**config.mk**
```make
export PLATFORM = sky130hd
export DESIGN_NAME = letter_rsa_encryptor
export DESIGN_NICKNAME = d
export VERILOG_FILES = /design/src/design/lre_pkg.sv /design/src/design/letter_rsa_encryptor.sv
export SDC_FILE = /design/constraint.sdc
export NUM_CORES = 1
export LEC_CHECK = 0
export BUFFER_PORTS_ARGS = -buffer_cell sky130_fd_sc_hd__buf_4
export CORE_MARGIN = 8
export CORE_UTILIZATION = 49
export CTS_CLUSTER_SIZE = 28
export DETAILED_ROUTE_END_ITERATION = 8
export PLACE_DENSITY = 0.69
export SLEW_MARGIN = 5
export SYNTH_ARGS = -nofsm -noshare
export SYNTH_HDL_FRONTEND = slang
export SYNTH_SLANG_ARGS = --single-unit
export TNS_END_PERCENT = 10
```
**constraint.sdc**
```tcl
create_clock -name clk_i -period 6.1 [get_ports clk_i]
set_input_delay 0.915 -clock clk_i [delete_from_list [all_inputs] [get_ports clk_i]]
set_output_delay 0.915 -clock clk_i [all_outputs]
set_load 0.02 [all_outputs]
```
**src/design/lre_pkg.sv**
```systemverilog
package lre_pkg;

  // exponent register width and register defaults
  localparam int unsigned EXP_BITS          = 14;
  localparam int unsigned MODULUS_BITS_DEF  = 14;
  localparam int unsigned EXP_RESET         = 3;
  localparam int unsigned MODULUS_RESET     = 9409;

  // configuration register indices
  localparam logic [0:0] REG_PUBLIC_EXPONENT = 1'b0;
  localparam logic [0:0] REG_RSA_MODULUS     = 1'b1;

  // character constants
  localparam logic [7:0] CH_A       = 8'h41;
  localparam logic [7:0] CH_K       = 8'h4B;
  localparam logic [7:0] CH_W       = 8'h57;
  localparam logic [7:0] CH_X       = 8'h58;
  localparam logic [7:0] CH_Y       = 8'h59;
  localparam logic [7:0] CH_Z       = 8'h5A;
  localparam logic [7:0] CH_A_LOWER = 8'h61;
  localparam logic [7:0] CH_Z_LOWER = 8'h7A;
  localparam logic [7:0] CASE_GAP   = 8'h20;

  // microprogram
  localparam int unsigned PC_W = 3;

  localparam logic [PC_W-1:0] S_INIT   = 3'd0;
  localparam logic [PC_W-1:0] S_BASE   = 3'd1;
  localparam logic [PC_W-1:0] S_SQUARE = 3'd2;
  localparam logic [PC_W-1:0] S_TEST   = 3'd3;
  localparam logic [PC_W-1:0] S_MULB   = 3'd4;
  localparam logic [PC_W-1:0] S_LOOP   = 3'd5;
  localparam logic [PC_W-1:0] S_DONE   = 3'd6;

  typedef enum logic [2:0] {
    U_INIT,
    U_MUL,
    U_TEST,
    U_LOOP,
    U_DONE
  } uop_e;

  typedef enum logic [1:0] {
    M_BASE,
    M_SQR,
    M_MULB
  } mul_sel_e;

  typedef struct packed {
    uop_e            op;
    mul_sel_e        sel;
    logic [PC_W-1:0] target;
  } ucode_t;

  function automatic ucode_t ucode_rom(input logic [PC_W-1:0] pc);
    ucode_t w;
    w = '{op: U_DONE, sel: M_SQR, target: S_DONE};
    case (pc)
      S_INIT:   w = '{op: U_INIT, sel: M_SQR,  target: S_DONE};
      S_BASE:   w = '{op: U_MUL,  sel: M_BASE, target: S_SQUARE};
      S_SQUARE: w = '{op: U_MUL,  sel: M_SQR,  target: S_TEST};
      S_TEST:   w = '{op: U_TEST, sel: M_SQR,  target: S_LOOP};
      S_MULB:   w = '{op: U_MUL,  sel: M_MULB, target: S_LOOP};
      S_LOOP:   w = '{op: U_LOOP, sel: M_SQR,  target: S_SQUARE};
      S_DONE:   w = '{op: U_DONE, sel: M_SQR,  target: S_DONE};
      default:  w = '{op: U_DONE, sel: M_SQR,  target: S_DONE};
    endcase
    return w;
  endfunction

  // letter to code on the alphabet without k, w and y; 0 when it does not map
  function automatic logic [4:0] letter_code(input logic [7:0] ch);
    logic [7:0] c;
    logic [7:0] r;
    c = ch;
    r = 8'd0;
    if (c inside {[CH_A_LOWER:CH_Z_LOWER]}) c = c - CASE_GAP;
    if (c >= CH_A && c < CH_K)      r = c - CH_A + 8'd1;
    else if (c > CH_K && c < CH_W)  r = c - CH_A;
    else if (c == CH_X)             r = c - CH_A - 8'd1;
    else if (c == CH_Z)             r = c - CH_A - 8'd2;
    return r[4:0];
  endfunction

endpackage

```
**src/design/letter_rsa_encryptor.sv**
```systemverilog
// letter rsa encryptor: one character in, one ciphertext item out. pulse start
// while busy is low; busy then stays high until the item is done, and the
// result is shown for exactly one cycle with done_o high. the receiver cannot
// stall, so it must take the result in that cycle. letters are folded to upper
// case and coded 1-23 (k, w and y dropped); the result is code^e mod n by
// left-to-right square-and-multiply over all 14 exponent bits. every modular
// product runs on one bit-serial shift-add-reduce unit, one multiplier bit
// per cycle. a non-letter, k, w, y or a modulus of zero skips the products
// and gives zeros in cipher_value (a modulus of zero still reports the letter
// code). the exponent and modulus registers must only be written while busy
// is low.
module letter_rsa_encryptor
  import lre_pkg::*;
#(
  parameter int unsigned MODULUS_BITS = MODULUS_BITS_DEF
) (
  input  logic                    clk_i,
  input  logic                    rst_ni,
  input  logic                    start,
  output logic                    busy,
  input  logic [7:0]              character_i,
  input  logic                    cfg_we_i,
  input  logic [0:0]              cfg_idx_i,
  input  logic [((MODULUS_BITS > EXP_BITS) ? MODULUS_BITS : EXP_BITS)-1:0] cfg_data_i,
  output logic                    done_o,
  output logic [MODULUS_BITS-1:0] cipher_value_o,
  output logic [4:0]              letter_code_o,
  output logic                    is_valid_o
);

  localparam int unsigned MB   = MODULUS_BITS;
  localparam int unsigned CntW = $clog2(MB);
  localparam int unsigned EbW  = $clog2(EXP_BITS);

  // control state
  logic                busy_q, busy_d;
  logic [PC_W-1:0]     pc_q, pc_d;
  logic                mul_busy_q, mul_busy_d;
  logic                done_q, done_d;
  logic [EXP_BITS-1:0] exp_q, exp_d;
  logic [MB-1:0]       mod_q, mod_d;

  // datapath
  logic [CntW-1:0]     cnt_q, cnt_d;
  logic [MB-1:0]       r_q, r_d;
  logic [MB-1:0]       acc_q, acc_d;
  logic [MB-1:0]       b_q, b_d;
  logic [EbW-1:0]      ebit_q, ebit_d;
  logic [4:0]          code_q, code_d;
  logic                valid_q, valid_d;
  logic [MB-1:0]       cipher_q, cipher_d;
  logic [4:0]          code_out_q, code_out_d;
  logic                valid_out_q, valid_out_d;

  ucode_t              uc;
  logic [MB-1:0]       one_n;
  logic [MB-1:0]       scan;
  logic [MB-1:0]       mcand;
  logic [CntW-1:0]     idx;
  logic [MB-1:0]       r_in;
  logic [MB+1:0]       t;
  logic [MB+1:0]       n1;
  logic [MB+1:0]       n2;
  logic [MB+1:0]       t_sub1;
  logic [MB+1:0]       t_sub2;
  logic [MB-1:0]       r_next;
  logic                mul_last;
  logic [4:0]          code_in;

  assign uc      = ucode_rom(pc_q);
  assign one_n   = (mod_q == MB'(1)) ? '0 : MB'(1);
  assign code_in = letter_code(character_i);

  // operand routing for the serial multiplier
  always_comb begin
    case (uc.sel)
      M_BASE: begin
        scan  = {{(MB-5){1'b0}}, code_q};
        mcand = one_n;
      end
      M_SQR: begin
        scan  = acc_q;
        mcand = acc_q;
      end
      M_MULB: begin
        scan  = acc_q;
        mcand = b_q;
      end
      default: begin
        scan  = acc_q;
        mcand = acc_q;
      end
    endcase
  end

  // one step of r = 2r + bit*mcand mod n, msb first; r and mcand stay below n
  assign idx      = mul_busy_q ? cnt_q : CntW'(MB - 1);
  assign r_in     = mul_busy_q ? r_q : '0;
  assign t        = {1'b0, r_in, 1'b0} + (scan[idx] ? {2'b00, mcand} : '0);
  assign n1       = {2'b00, mod_q};
  assign n2       = {1'b0, mod_q, 1'b0};
  assign t_sub1   = t - n1;
  assign t_sub2   = t - n2;
  assign r_next   = (t >= n2) ? t_sub2[MB-1:0] :
                    (t >= n1) ? t_sub1[MB-1:0] : t[MB-1:0];
  assign mul_last = (idx == '0);

  // sequencer
  always_comb begin
    busy_d      = busy_q;
    pc_d        = pc_q;
    mul_busy_d  = mul_busy_q;
    done_d      = 1'b0;
    exp_d       = exp_q;
    mod_d       = mod_q;
    cnt_d       = cnt_q;
    r_d         = r_q;
    acc_d       = acc_q;
    b_d         = b_q;
    ebit_d      = ebit_q;
    code_d      = code_q;
    valid_d     = valid_q;
    cipher_d    = cipher_q;
    code_out_d  = code_out_q;
    valid_out_d = valid_out_q;

    if (!busy_q) begin
      if (start) begin
        busy_d  = 1'b1;
        pc_d    = S_INIT;
        code_d  = code_in;
        valid_d = (code_in != 5'd0);
      end
    end else begin
      case (uc.op)
        U_INIT: begin
          acc_d  = one_n;
          ebit_d = EbW'(EXP_BITS - 1);
          // nothing to compute for a non-letter or a zero modulus
          if (!valid_q || mod_q == '0) pc_d = uc.target;
          else                         pc_d = pc_q + PC_W'(1);
        end
        U_MUL: begin
          mul_busy_d = 1'b1;
          r_d        = r_next;
          cnt_d      = idx - CntW'(1);
          if (mul_last) begin
            mul_busy_d = 1'b0;
            pc_d       = pc_q + PC_W'(1);
            if (uc.sel == M_BASE) b_d   = r_next;
            else                  acc_d = r_next;
          end
        end
        U_TEST: begin
          // multiply step only where the exponent bit is set
          if (exp_q[ebit_q]) pc_d = pc_q + PC_W'(1);
          else               pc_d = uc.target;
        end
        U_LOOP: begin
          if (ebit_q == '0) begin
            pc_d = pc_q + PC_W'(1);
          end else begin
            ebit_d = ebit_q - EbW'(1);
            pc_d   = uc.target;
          end
        end
        U_DONE: begin
          busy_d      = 1'b0;
          done_d      = 1'b1;
          cipher_d    = (valid_q && mod_q != '0) ? acc_q : '0;
          code_out_d  = code_q;
          valid_out_d = valid_q;
        end
        default: begin
          busy_d = 1'b0;
        end
      endcase
    end

    if (cfg_we_i) begin
      case (cfg_idx_i)
        REG_PUBLIC_EXPONENT: exp_d = cfg_data_i[EXP_BITS-1:0];
        REG_RSA_MODULUS:     mod_d = cfg_data_i[MB-1:0];
        default: ;
      endcase
    end
  end

  always_ff @(posedge clk_i or negedge rst_ni) begin
    if (!rst_ni) begin
      busy_q     <= 1'b0;
      pc_q       <= S_INIT;
      mul_busy_q <= 1'b0;
      done_q     <= 1'b0;
      exp_q      <= EXP_BITS'(EXP_RESET);
      mod_q      <= MB'(MODULUS_RESET);
    end else begin
      busy_q     <= busy_d;
      pc_q       <= pc_d;
      mul_busy_q <= mul_busy_d;
      done_q     <= done_d;
      exp_q      <= exp_d;
      mod_q      <= mod_d;
    end
  end

  // payload, no reset needed
  always_ff @(posedge clk_i) begin
    cnt_q       <= cnt_d;
    r_q         <= r_d;
    acc_q       <= acc_d;
    b_q         <= b_d;
    ebit_q      <= ebit_d;
    code_q      <= code_d;
    valid_q     <= valid_d;
    cipher_q    <= cipher_d;
    code_out_q  <= code_out_d;
    valid_out_q <= valid_out_d;
  end

  assign busy           = busy_q;
  assign done_o         = done_q;
  assign cipher_value_o = cipher_q;
  assign letter_code_o  = code_out_q;
  assign is_valid_o     = valid_out_q;

  // the result strobe lands as the block frees up
  a_done_not_busy: assert property (@(posedge clk_i) disable iff (!rst_ni)
    done_o |-> !busy) else $error("done while still busy");

  // results are never back to back: every item needs at least two steps
  a_done_single: assert property (@(posedge clk_i) disable iff (!rst_ni)
    done_o |=> !done_o) else $error("result strobe longer than one cycle");

  // a rejected character reports all zeros
  a_invalid_zero: assert property (@(posedge clk_i) disable iff (!rst_ni)
    (done_o && !is_valid_o) |-> (cipher_value_o == '0 && letter_code_o == 5'd0))
    else $error("invalid item with non-zero payload");

  // the serial multiplier only runs inside an item
  a_mul_in_item: assert property (@(posedge clk_i) disable iff (!rst_ni)
    mul_busy_q |-> busy_q) else $error("multiplier active while idle");

endmodule

```
# Word level (Yosys, flattened, before mapping)
# Index checks and enable logic that the tools add are counted.
# classes
reduce_logical,27
n_mul,0
n_addsub,11
div_mod_pow,0
n_eq_ne,18
bitwise,2
magnitude_cmp,10
shift,0
muxes,36
# op_table
op,n
2-to-1 mux 14 bit,7
one-hot mux 14 bit (2 select lines),2
one-hot mux 8 bit (6 select lines),1
subtractor 14 bit,2
2-to-1 mux 5 bit,4
2-to-1 mux 3 bit,6
adder 15 x 14 -> 16 bit,1
== test 8 x 7 -> 1 bit (second input constant),2
greater-or-equal comparator 16 x 14 -> 1 bit,1
greater-or-equal comparator 16 x 15 -> 1 bit,1
greater-or-equal comparator 8 x 7 -> 1 bit (second input constant),2
< comparator 8 x 7 -> 1 bit (second input constant),2
== test 14 x 1 -> 1 bit (second input constant),1
zero test 14 bit,1
nonzero test 14 bit,1
== test 3 x 2 -> 1 bit (second input constant),4
one-hot mux 3 bit (4 select lines),1
< comparator 4 x 5 -> 1 bit (second input constant),2
AND reduction 2 bit,5
subtractor 5 x 1 -> 5 bit (second input constant),2
== test 3 bit (second input constant),3
2-to-1 mux 1 bit,9
binary-select mux 1 bit (select 4 bit),2
> comparator 8 x 7 -> 1 bit (second input constant),1
other kinds (26),41
# word_totals
register_bits,110
latch_bits,0
memories,0
out_inout_bits,22
ramBits,0
rom_bits,0
inputBits,27
word_cells,120

# Logic depth before layout (Yosys ltp)
# logic_depth
ltp_word,14
depth_mapped,27
mapped_depth_nobuf,24

# Worst setup path before layout
# Ideal clock, no wire load.
# synth_timing
path_type,flip-flop to flip-flop
from,register pc_q[1]
to,"register b_q[2], data pin"
stages_incl_launch_ff,27
t_arrival_ns,5.714
setup_time_ns,0.262
required_ns,5.838
n_path_buf,3
setup_slack_ns,0.124
path_cell_list,dfrtp_1 > buf_4 > inv_1 > ha_1 > a211o_1 > mux4_1 > nor2_2 > nor4_4 > nor2_1 > clkbuf_1 > a21oi_1 > ha_1 > fa_1 > a211oi_1 > o211a_1 > a21oi_1 > xor2_1 > ha_1 > a21o_1 > a21o_1 > a21o_1 > a31oi_1 > nand3_1 > a21o_1 > buf_6 > mux2_4 > mux2_2
# synth_via
elab_chain_cells,11
word_cells_on_any_way,21
cone_classes,add/sub (3); order compare (2); eq/ne (6); mux (8); reduce/logical (2)
# synth_rtl
element,line,source
from (decl),letter_rsa_encryptor.sv:37,"logic [PC_W-1:0] pc_q, pc_d;"
from (signal assigned),letter_rsa_encryptor.sv:199,pc_q <= pc_d;
"== test 3 bit, or another cell as far along",lre_pkg.sv:58,case (pc)
one-hot mux 8 bit (6 select lines) (*),lre_pkg.sv:58,
zero test 2 bit,letter_rsa_encryptor.sv:76,case (uc.sel)
2-to-1 mux 14 bit,letter_rsa_encryptor.sv:76,
binary-select mux 1 bit (select 4 bit),letter_rsa_encryptor.sv:99,"assign t = {1'b0, r_in, 1'b0} + (scan[idx] ? {2'b00, mcand} : '0);"
2-to-1 mux 1 bit (not written as such),letter_rsa_encryptor.sv:99,
2-to-1 mux 14 bit (*),letter_rsa_encryptor.sv:99,
adder 15 x 14 -> 16 bit (*),letter_rsa_encryptor.sv:99,
subtractor 14 bit or greater-or-equal comparator 16 x 14 -> 1 bit (tied branches),"letter_rsa_encryptor.sv:102, letter_rsa_encryptor.sv:105",
2-to-1 mux 14 bit,letter_rsa_encryptor.sv:105,(t >= n1) ? t_sub1[MB-1:0] : t[MB-1:0];
2-to-1 mux 14 bit (*),letter_rsa_encryptor.sv:104,assign r_next = (t >= n2) ? t_sub2[MB-1:0] :
net r_next[2],letter_rsa_encryptor.sv:66,logic [MB-1:0] r_next;
to (signal assigned),letter_rsa_encryptor.sv:212,b_q <= b_d;
to (decl),letter_rsa_encryptor.sv:47,"logic [MB-1:0] b_q, b_d;"
# The timed path passes the listed nets; every way through them passes the cells marked *. The select of a mux whose other input is x is not followed.
# A chain may end at the register's enable or synchronous reset.

# Worst setup path in the final report
# layout_timing
from,register pc_q[0]
to,"register acc_q[4], data pin"
# layout_via
elab_chain_cells,14
word_cells_on_any_way,26
cone_classes,add/sub (3); order compare (2); eq/ne (7); mux (11); reduce/logical (3)
# layout_rtl
element,line,source
"== test 3 bit, or another cell as far along",lre_pkg.sv:58,
one-hot mux 8 bit (6 select lines) (*),lre_pkg.sv:58,
zero test 2 bit,letter_rsa_encryptor.sv:76,
2-to-1 mux 14 bit,letter_rsa_encryptor.sv:76,
binary-select mux 1 bit (select 4 bit),letter_rsa_encryptor.sv:99,
2-to-1 mux 1 bit (not written as such),letter_rsa_encryptor.sv:99,
2-to-1 mux 14 bit,letter_rsa_encryptor.sv:99,
adder 15 x 14 -> 16 bit,letter_rsa_encryptor.sv:99,
subtractor 14 bit or greater-or-equal comparator 16 x 14 -> 1 bit (tied branches),"letter_rsa_encryptor.sv:102, letter_rsa_encryptor.sv:105",
2-to-1 mux 14 bit,letter_rsa_encryptor.sv:105,
2-to-1 mux 14 bit,letter_rsa_encryptor.sv:104,
2-to-1 mux 14 bit,letter_rsa_encryptor.sv:150,if (uc.sel == M_BASE) b_d = r_next;
2-to-1 mux 14 bit,letter_rsa_encryptor.sv:147,if (mul_last) begin
one-hot mux 14 bit (2 select lines) (*),letter_rsa_encryptor.sv:135,case (uc.op)
to (signal assigned),letter_rsa_encryptor.sv:211,acc_q <= acc_d;
to (decl),letter_rsa_encryptor.sv:46,"logic [MB-1:0] acc_q, acc_d;"
# Mark *: on every way between the ends. The rest lies on a longest branch, timed or not. The select of a mux whose other input is x is not followed.

==> PnR_summary.wiki <==
{| class="wikitable"
! Metric !! Value
|-
| Outcome || completed
|-
| GRT overflow || 0
|-
| Detailed Place HPWL || 14.8 mm
|-
| Num rows || 46
|-
| Count of input and output buffers || 48
|-
| Part of the Yosys area used for sequential elements || 40.3%
|-
| Worst path most repeated cell || buf_4
|-
| CTS tree || yes
|-
| Setup Skew || 11.1 ps
|-
| Number of antenna violations at the first check in global routing || 0
|-
| All-layer global routing usage || 19.0%
|-
| Mean area per synthesized cell || 10.3 um^2
|-
| Routed via count divided by cell count || 5.86
|-
| Final Hold Violating Endpoints || 0
|-
| Die area || 20,200 um^2
|-
| Syn nets || 848
|-
| Crit Path Class || flip-flop to flip-flop
|-
| Avg WL per Cell || 18.1 um
|-
| Layout overhead on the synthesized area || 16.3%
|-
| Pin count of the biggest net entering global routing || 35
|-
| Placeable core region || 15,700 um^2
|-
| Remaining DRCs || 0
|-
| Final setup violation count || 0
|-
| Fraction of layout instances using a drive strength above 1 || 23.9%
|-
| Number of warnings printed during yosys synthesis || 0
|-
| Overall die height || 142 um
|-
| Minimum period implied by the final worst setup slack || 5900 ps
|-
| Actual transition at the worst max-transition pin || 1130 ps
|-
| Clock latency on the worst-skew pair || 360 ps
|-
| Post-detailed-routing wire length || 18.9 mm
|-
| Biggest area contributors in the synthesized netlist || edfxtp_1 29%, ha_1 9.6%, dfrtp_1 8.7%
|-
| Starting utilization of the core area || 49.6%
|-
| Kind of end point of the critical path || flip-flop
|-
| Max_slew headroom || 24.7%
|-
| Total standard cell area after synthesis || 7800 um^2
|-
| Data required time at the worst endpoint || 6180 ps
|-
| Dominant register cell in the synthesized netlist || edfxtp_1
|-
| Async set-or-reset flop fraction in the synthesized netlist || 30.9%
|-
| Antenna cell count || 0
|-
| Yosys cell types || 77
|-
| Number of max-capacitance violations reported || 0
|-
| Count of final max-slew check failures || 0
|-
| Bufs on Longest Clock Path || 2
|-
| GP Congestion || 0.900
|-
| Data arrival time of the critical path || 5990 ps
|-
| Final cell utilization of the core || 57.7%
|-
| Most common cell after layout, fill and taps aside || buf_4
|-
| Register bit total from synthesis || 110
|-
| Category of the worst setup path launch point || flip-flop
|-
| Worst-path maximum fanout || 10
|-
| H-tree level count || 3
|-
| Post-cts hold buffer count || 0
|-
| Number of enable flip-flop cells after synthesis || 76
|-
| Kind of path behind the tightest hold check || flip-flop to flip-flop
|-
| CTS Buf Count || 9
|-
| Max frequency || 0.169 GHz
|-
| Number of detailed-routing iterations run before antenna repair || 5
|-
| Top cell type's share of synthesized area || 29.3%
|-
| Post-route antenna net violation count || 0
|-
| First-pass GRT wire length || 30.4 mm
|-
| Detailed-route via count || 6,120
|-
| Yosys top cell by area || edfxtp_1
|-
| Number of global-route vias before repair || 6,036
|-
| Slowest stage cell, crit path || dfrtp_2
|-
| Maximum single-stage delay on the critical path || 470 ps
|-
| Number of violations reported at the end of detailed-routing iteration 0 || 334
|-
| Reg2reg setup slack || 200 ps
|-
| Number of placed I/O pins || 49
|-
| Clock-pin slew reported for the worst setup and hold paths after clock tree synthesis || 80 ps
|-
| Final net count || 913
|-
| Floorplan die width || 142 um
|-
| Most used cells in the layout excluding fill and tap cells || 78 x buf_4, 76 x edfxtp_1, 53 x ha_1
|-
| Buffer type at the clock tree root || clkbuf_16
|-
| Post-route clock period utilization || 96.8%
|-
| Gate count after technology mapping || 758
|-
| Sinks on the clock net || 110
|}
==> sequential cells by signal (all words and copies together) (netlist names), 3 cells and up <==
register	count
acc_q	14
b_q	14
cipher_value_o	14
cnt_q	4
code_q	5
ebit_q	4
exp_q	14
letter_code_o	5
mod_q	14
pc_q	3
r_q	14
==> final timing paths <==
path	start	cells past startpoint	to
worst min-delay path	code_q[0]$_DFFE_PP_	0	letter_code_o[0]$_DFFE_PP_
worst max-delay path	pc_q[0]$_DFFE_PN0P_	27	acc_q[4]$_SDFFCE_PN0P_
max in group asynchronous	rst_ni	1	mod_q[6]$_DFFE_PN1P_
worst max register to register	pc_q[0]$_DFFE_PN0P_	27	acc_q[4]$_SDFFCE_PN0P_
min in group asynchronous	rst_ni	1	exp_q[6]$_DFFE_PN0P_
worst min register to register	code_q[0]$_DFFE_PP_	0	letter_code_o[0]$_DFFE_PP_
==> repair_timing <==
item / CTS / global route
pin swaps: 2 / 25
setup endpoints to repair: 42 / 42
setup buffers: 1 / 15
gates resized for setup: 7 / 43
==> synth_stat cells, drive strengths merged, types with 7 or more instances <==
cell type   n
and2       31
o21ai      34
a211oi     20
inv        43
xor2       17
a21o       19
dfrtp      27
clkbuf     12
ha         60
dfstp       7
nand3      35
mux2       33
xnor2      22
nand2      50
a21oi      59
buf        15
edfxtp     76
nor3       11
nor2b       9
nor2       39
and3       13
nand2b     11
a31oi       7
mux2i      19
o21a        7
==> cell type report <==
type	instances	area (um^2)
repair buffers	81	628
inverters	43	161
multi-input cells	578	4580
flip-flops and latches	110	3140
clock inverters	6	55.1
well taps	216	270
fillers	1303	6650
clock buffers	10	233
==> per-stage QoR <==
stage	hold WS [ps]	setup WS, ps	cells	cell area, um^2	TNS [ps]
after global placement	457	56.2	1012	8410	0
final	469	195	1044	9070	0
after CTS	475	13.6	1029	8740	0
after floorplan	426	124	758	7800	0
after global routing	491	-55.2	1044	9070	-733
after detailed placement	459	-157	1012	8410	-1580
==> per-layer routing <==
metal | wire, um | GRT usage, %
met5 | 0 | 0
met4 | 639 | 8.65
met3 | 1060 | 3.79
met2 | 8760 | 30.6
met1 | 8480 | 24.2
==> critical path, delay by kind of cell (launching register included) <==
family                   cells  cell delay [ps]
adder cells (fa/ha/maj)      3              790
AND/OR/NAND/NOR              5              940
AO/OA/AOI/OAI               11             2120
XOR/XNOR                     1              120
flip-flops                   1              470
buffers and inverters        6              950
multiplexers                 1              220
==> kinds of logic (layout without fill, tap and decap cells) <==
| kind of cell | count (synthesis) | after routing | share of synthesized area, % |
|---|---|---|---|
| XOR/XNOR | 39 | 39 | 4.38 |
| AND/OR/NAND/NOR | 230 | 230 | 15.8 |
| AO/OA/AOI/OAI | 189 | 189 | 16.5 |
| buffers and inverters | 70 | 140 | 3.90 |
| multiplexers | 57 | 57 | 8.75 |
| flip-flops | 110 | 110 | 40.3 |
| adder cells (fa/ha/maj) | 63 | 63 | 10.4 |
Power is not shown: default switching activity piles up to over one toggle a cycle in this logic, so the estimate is an artifact.
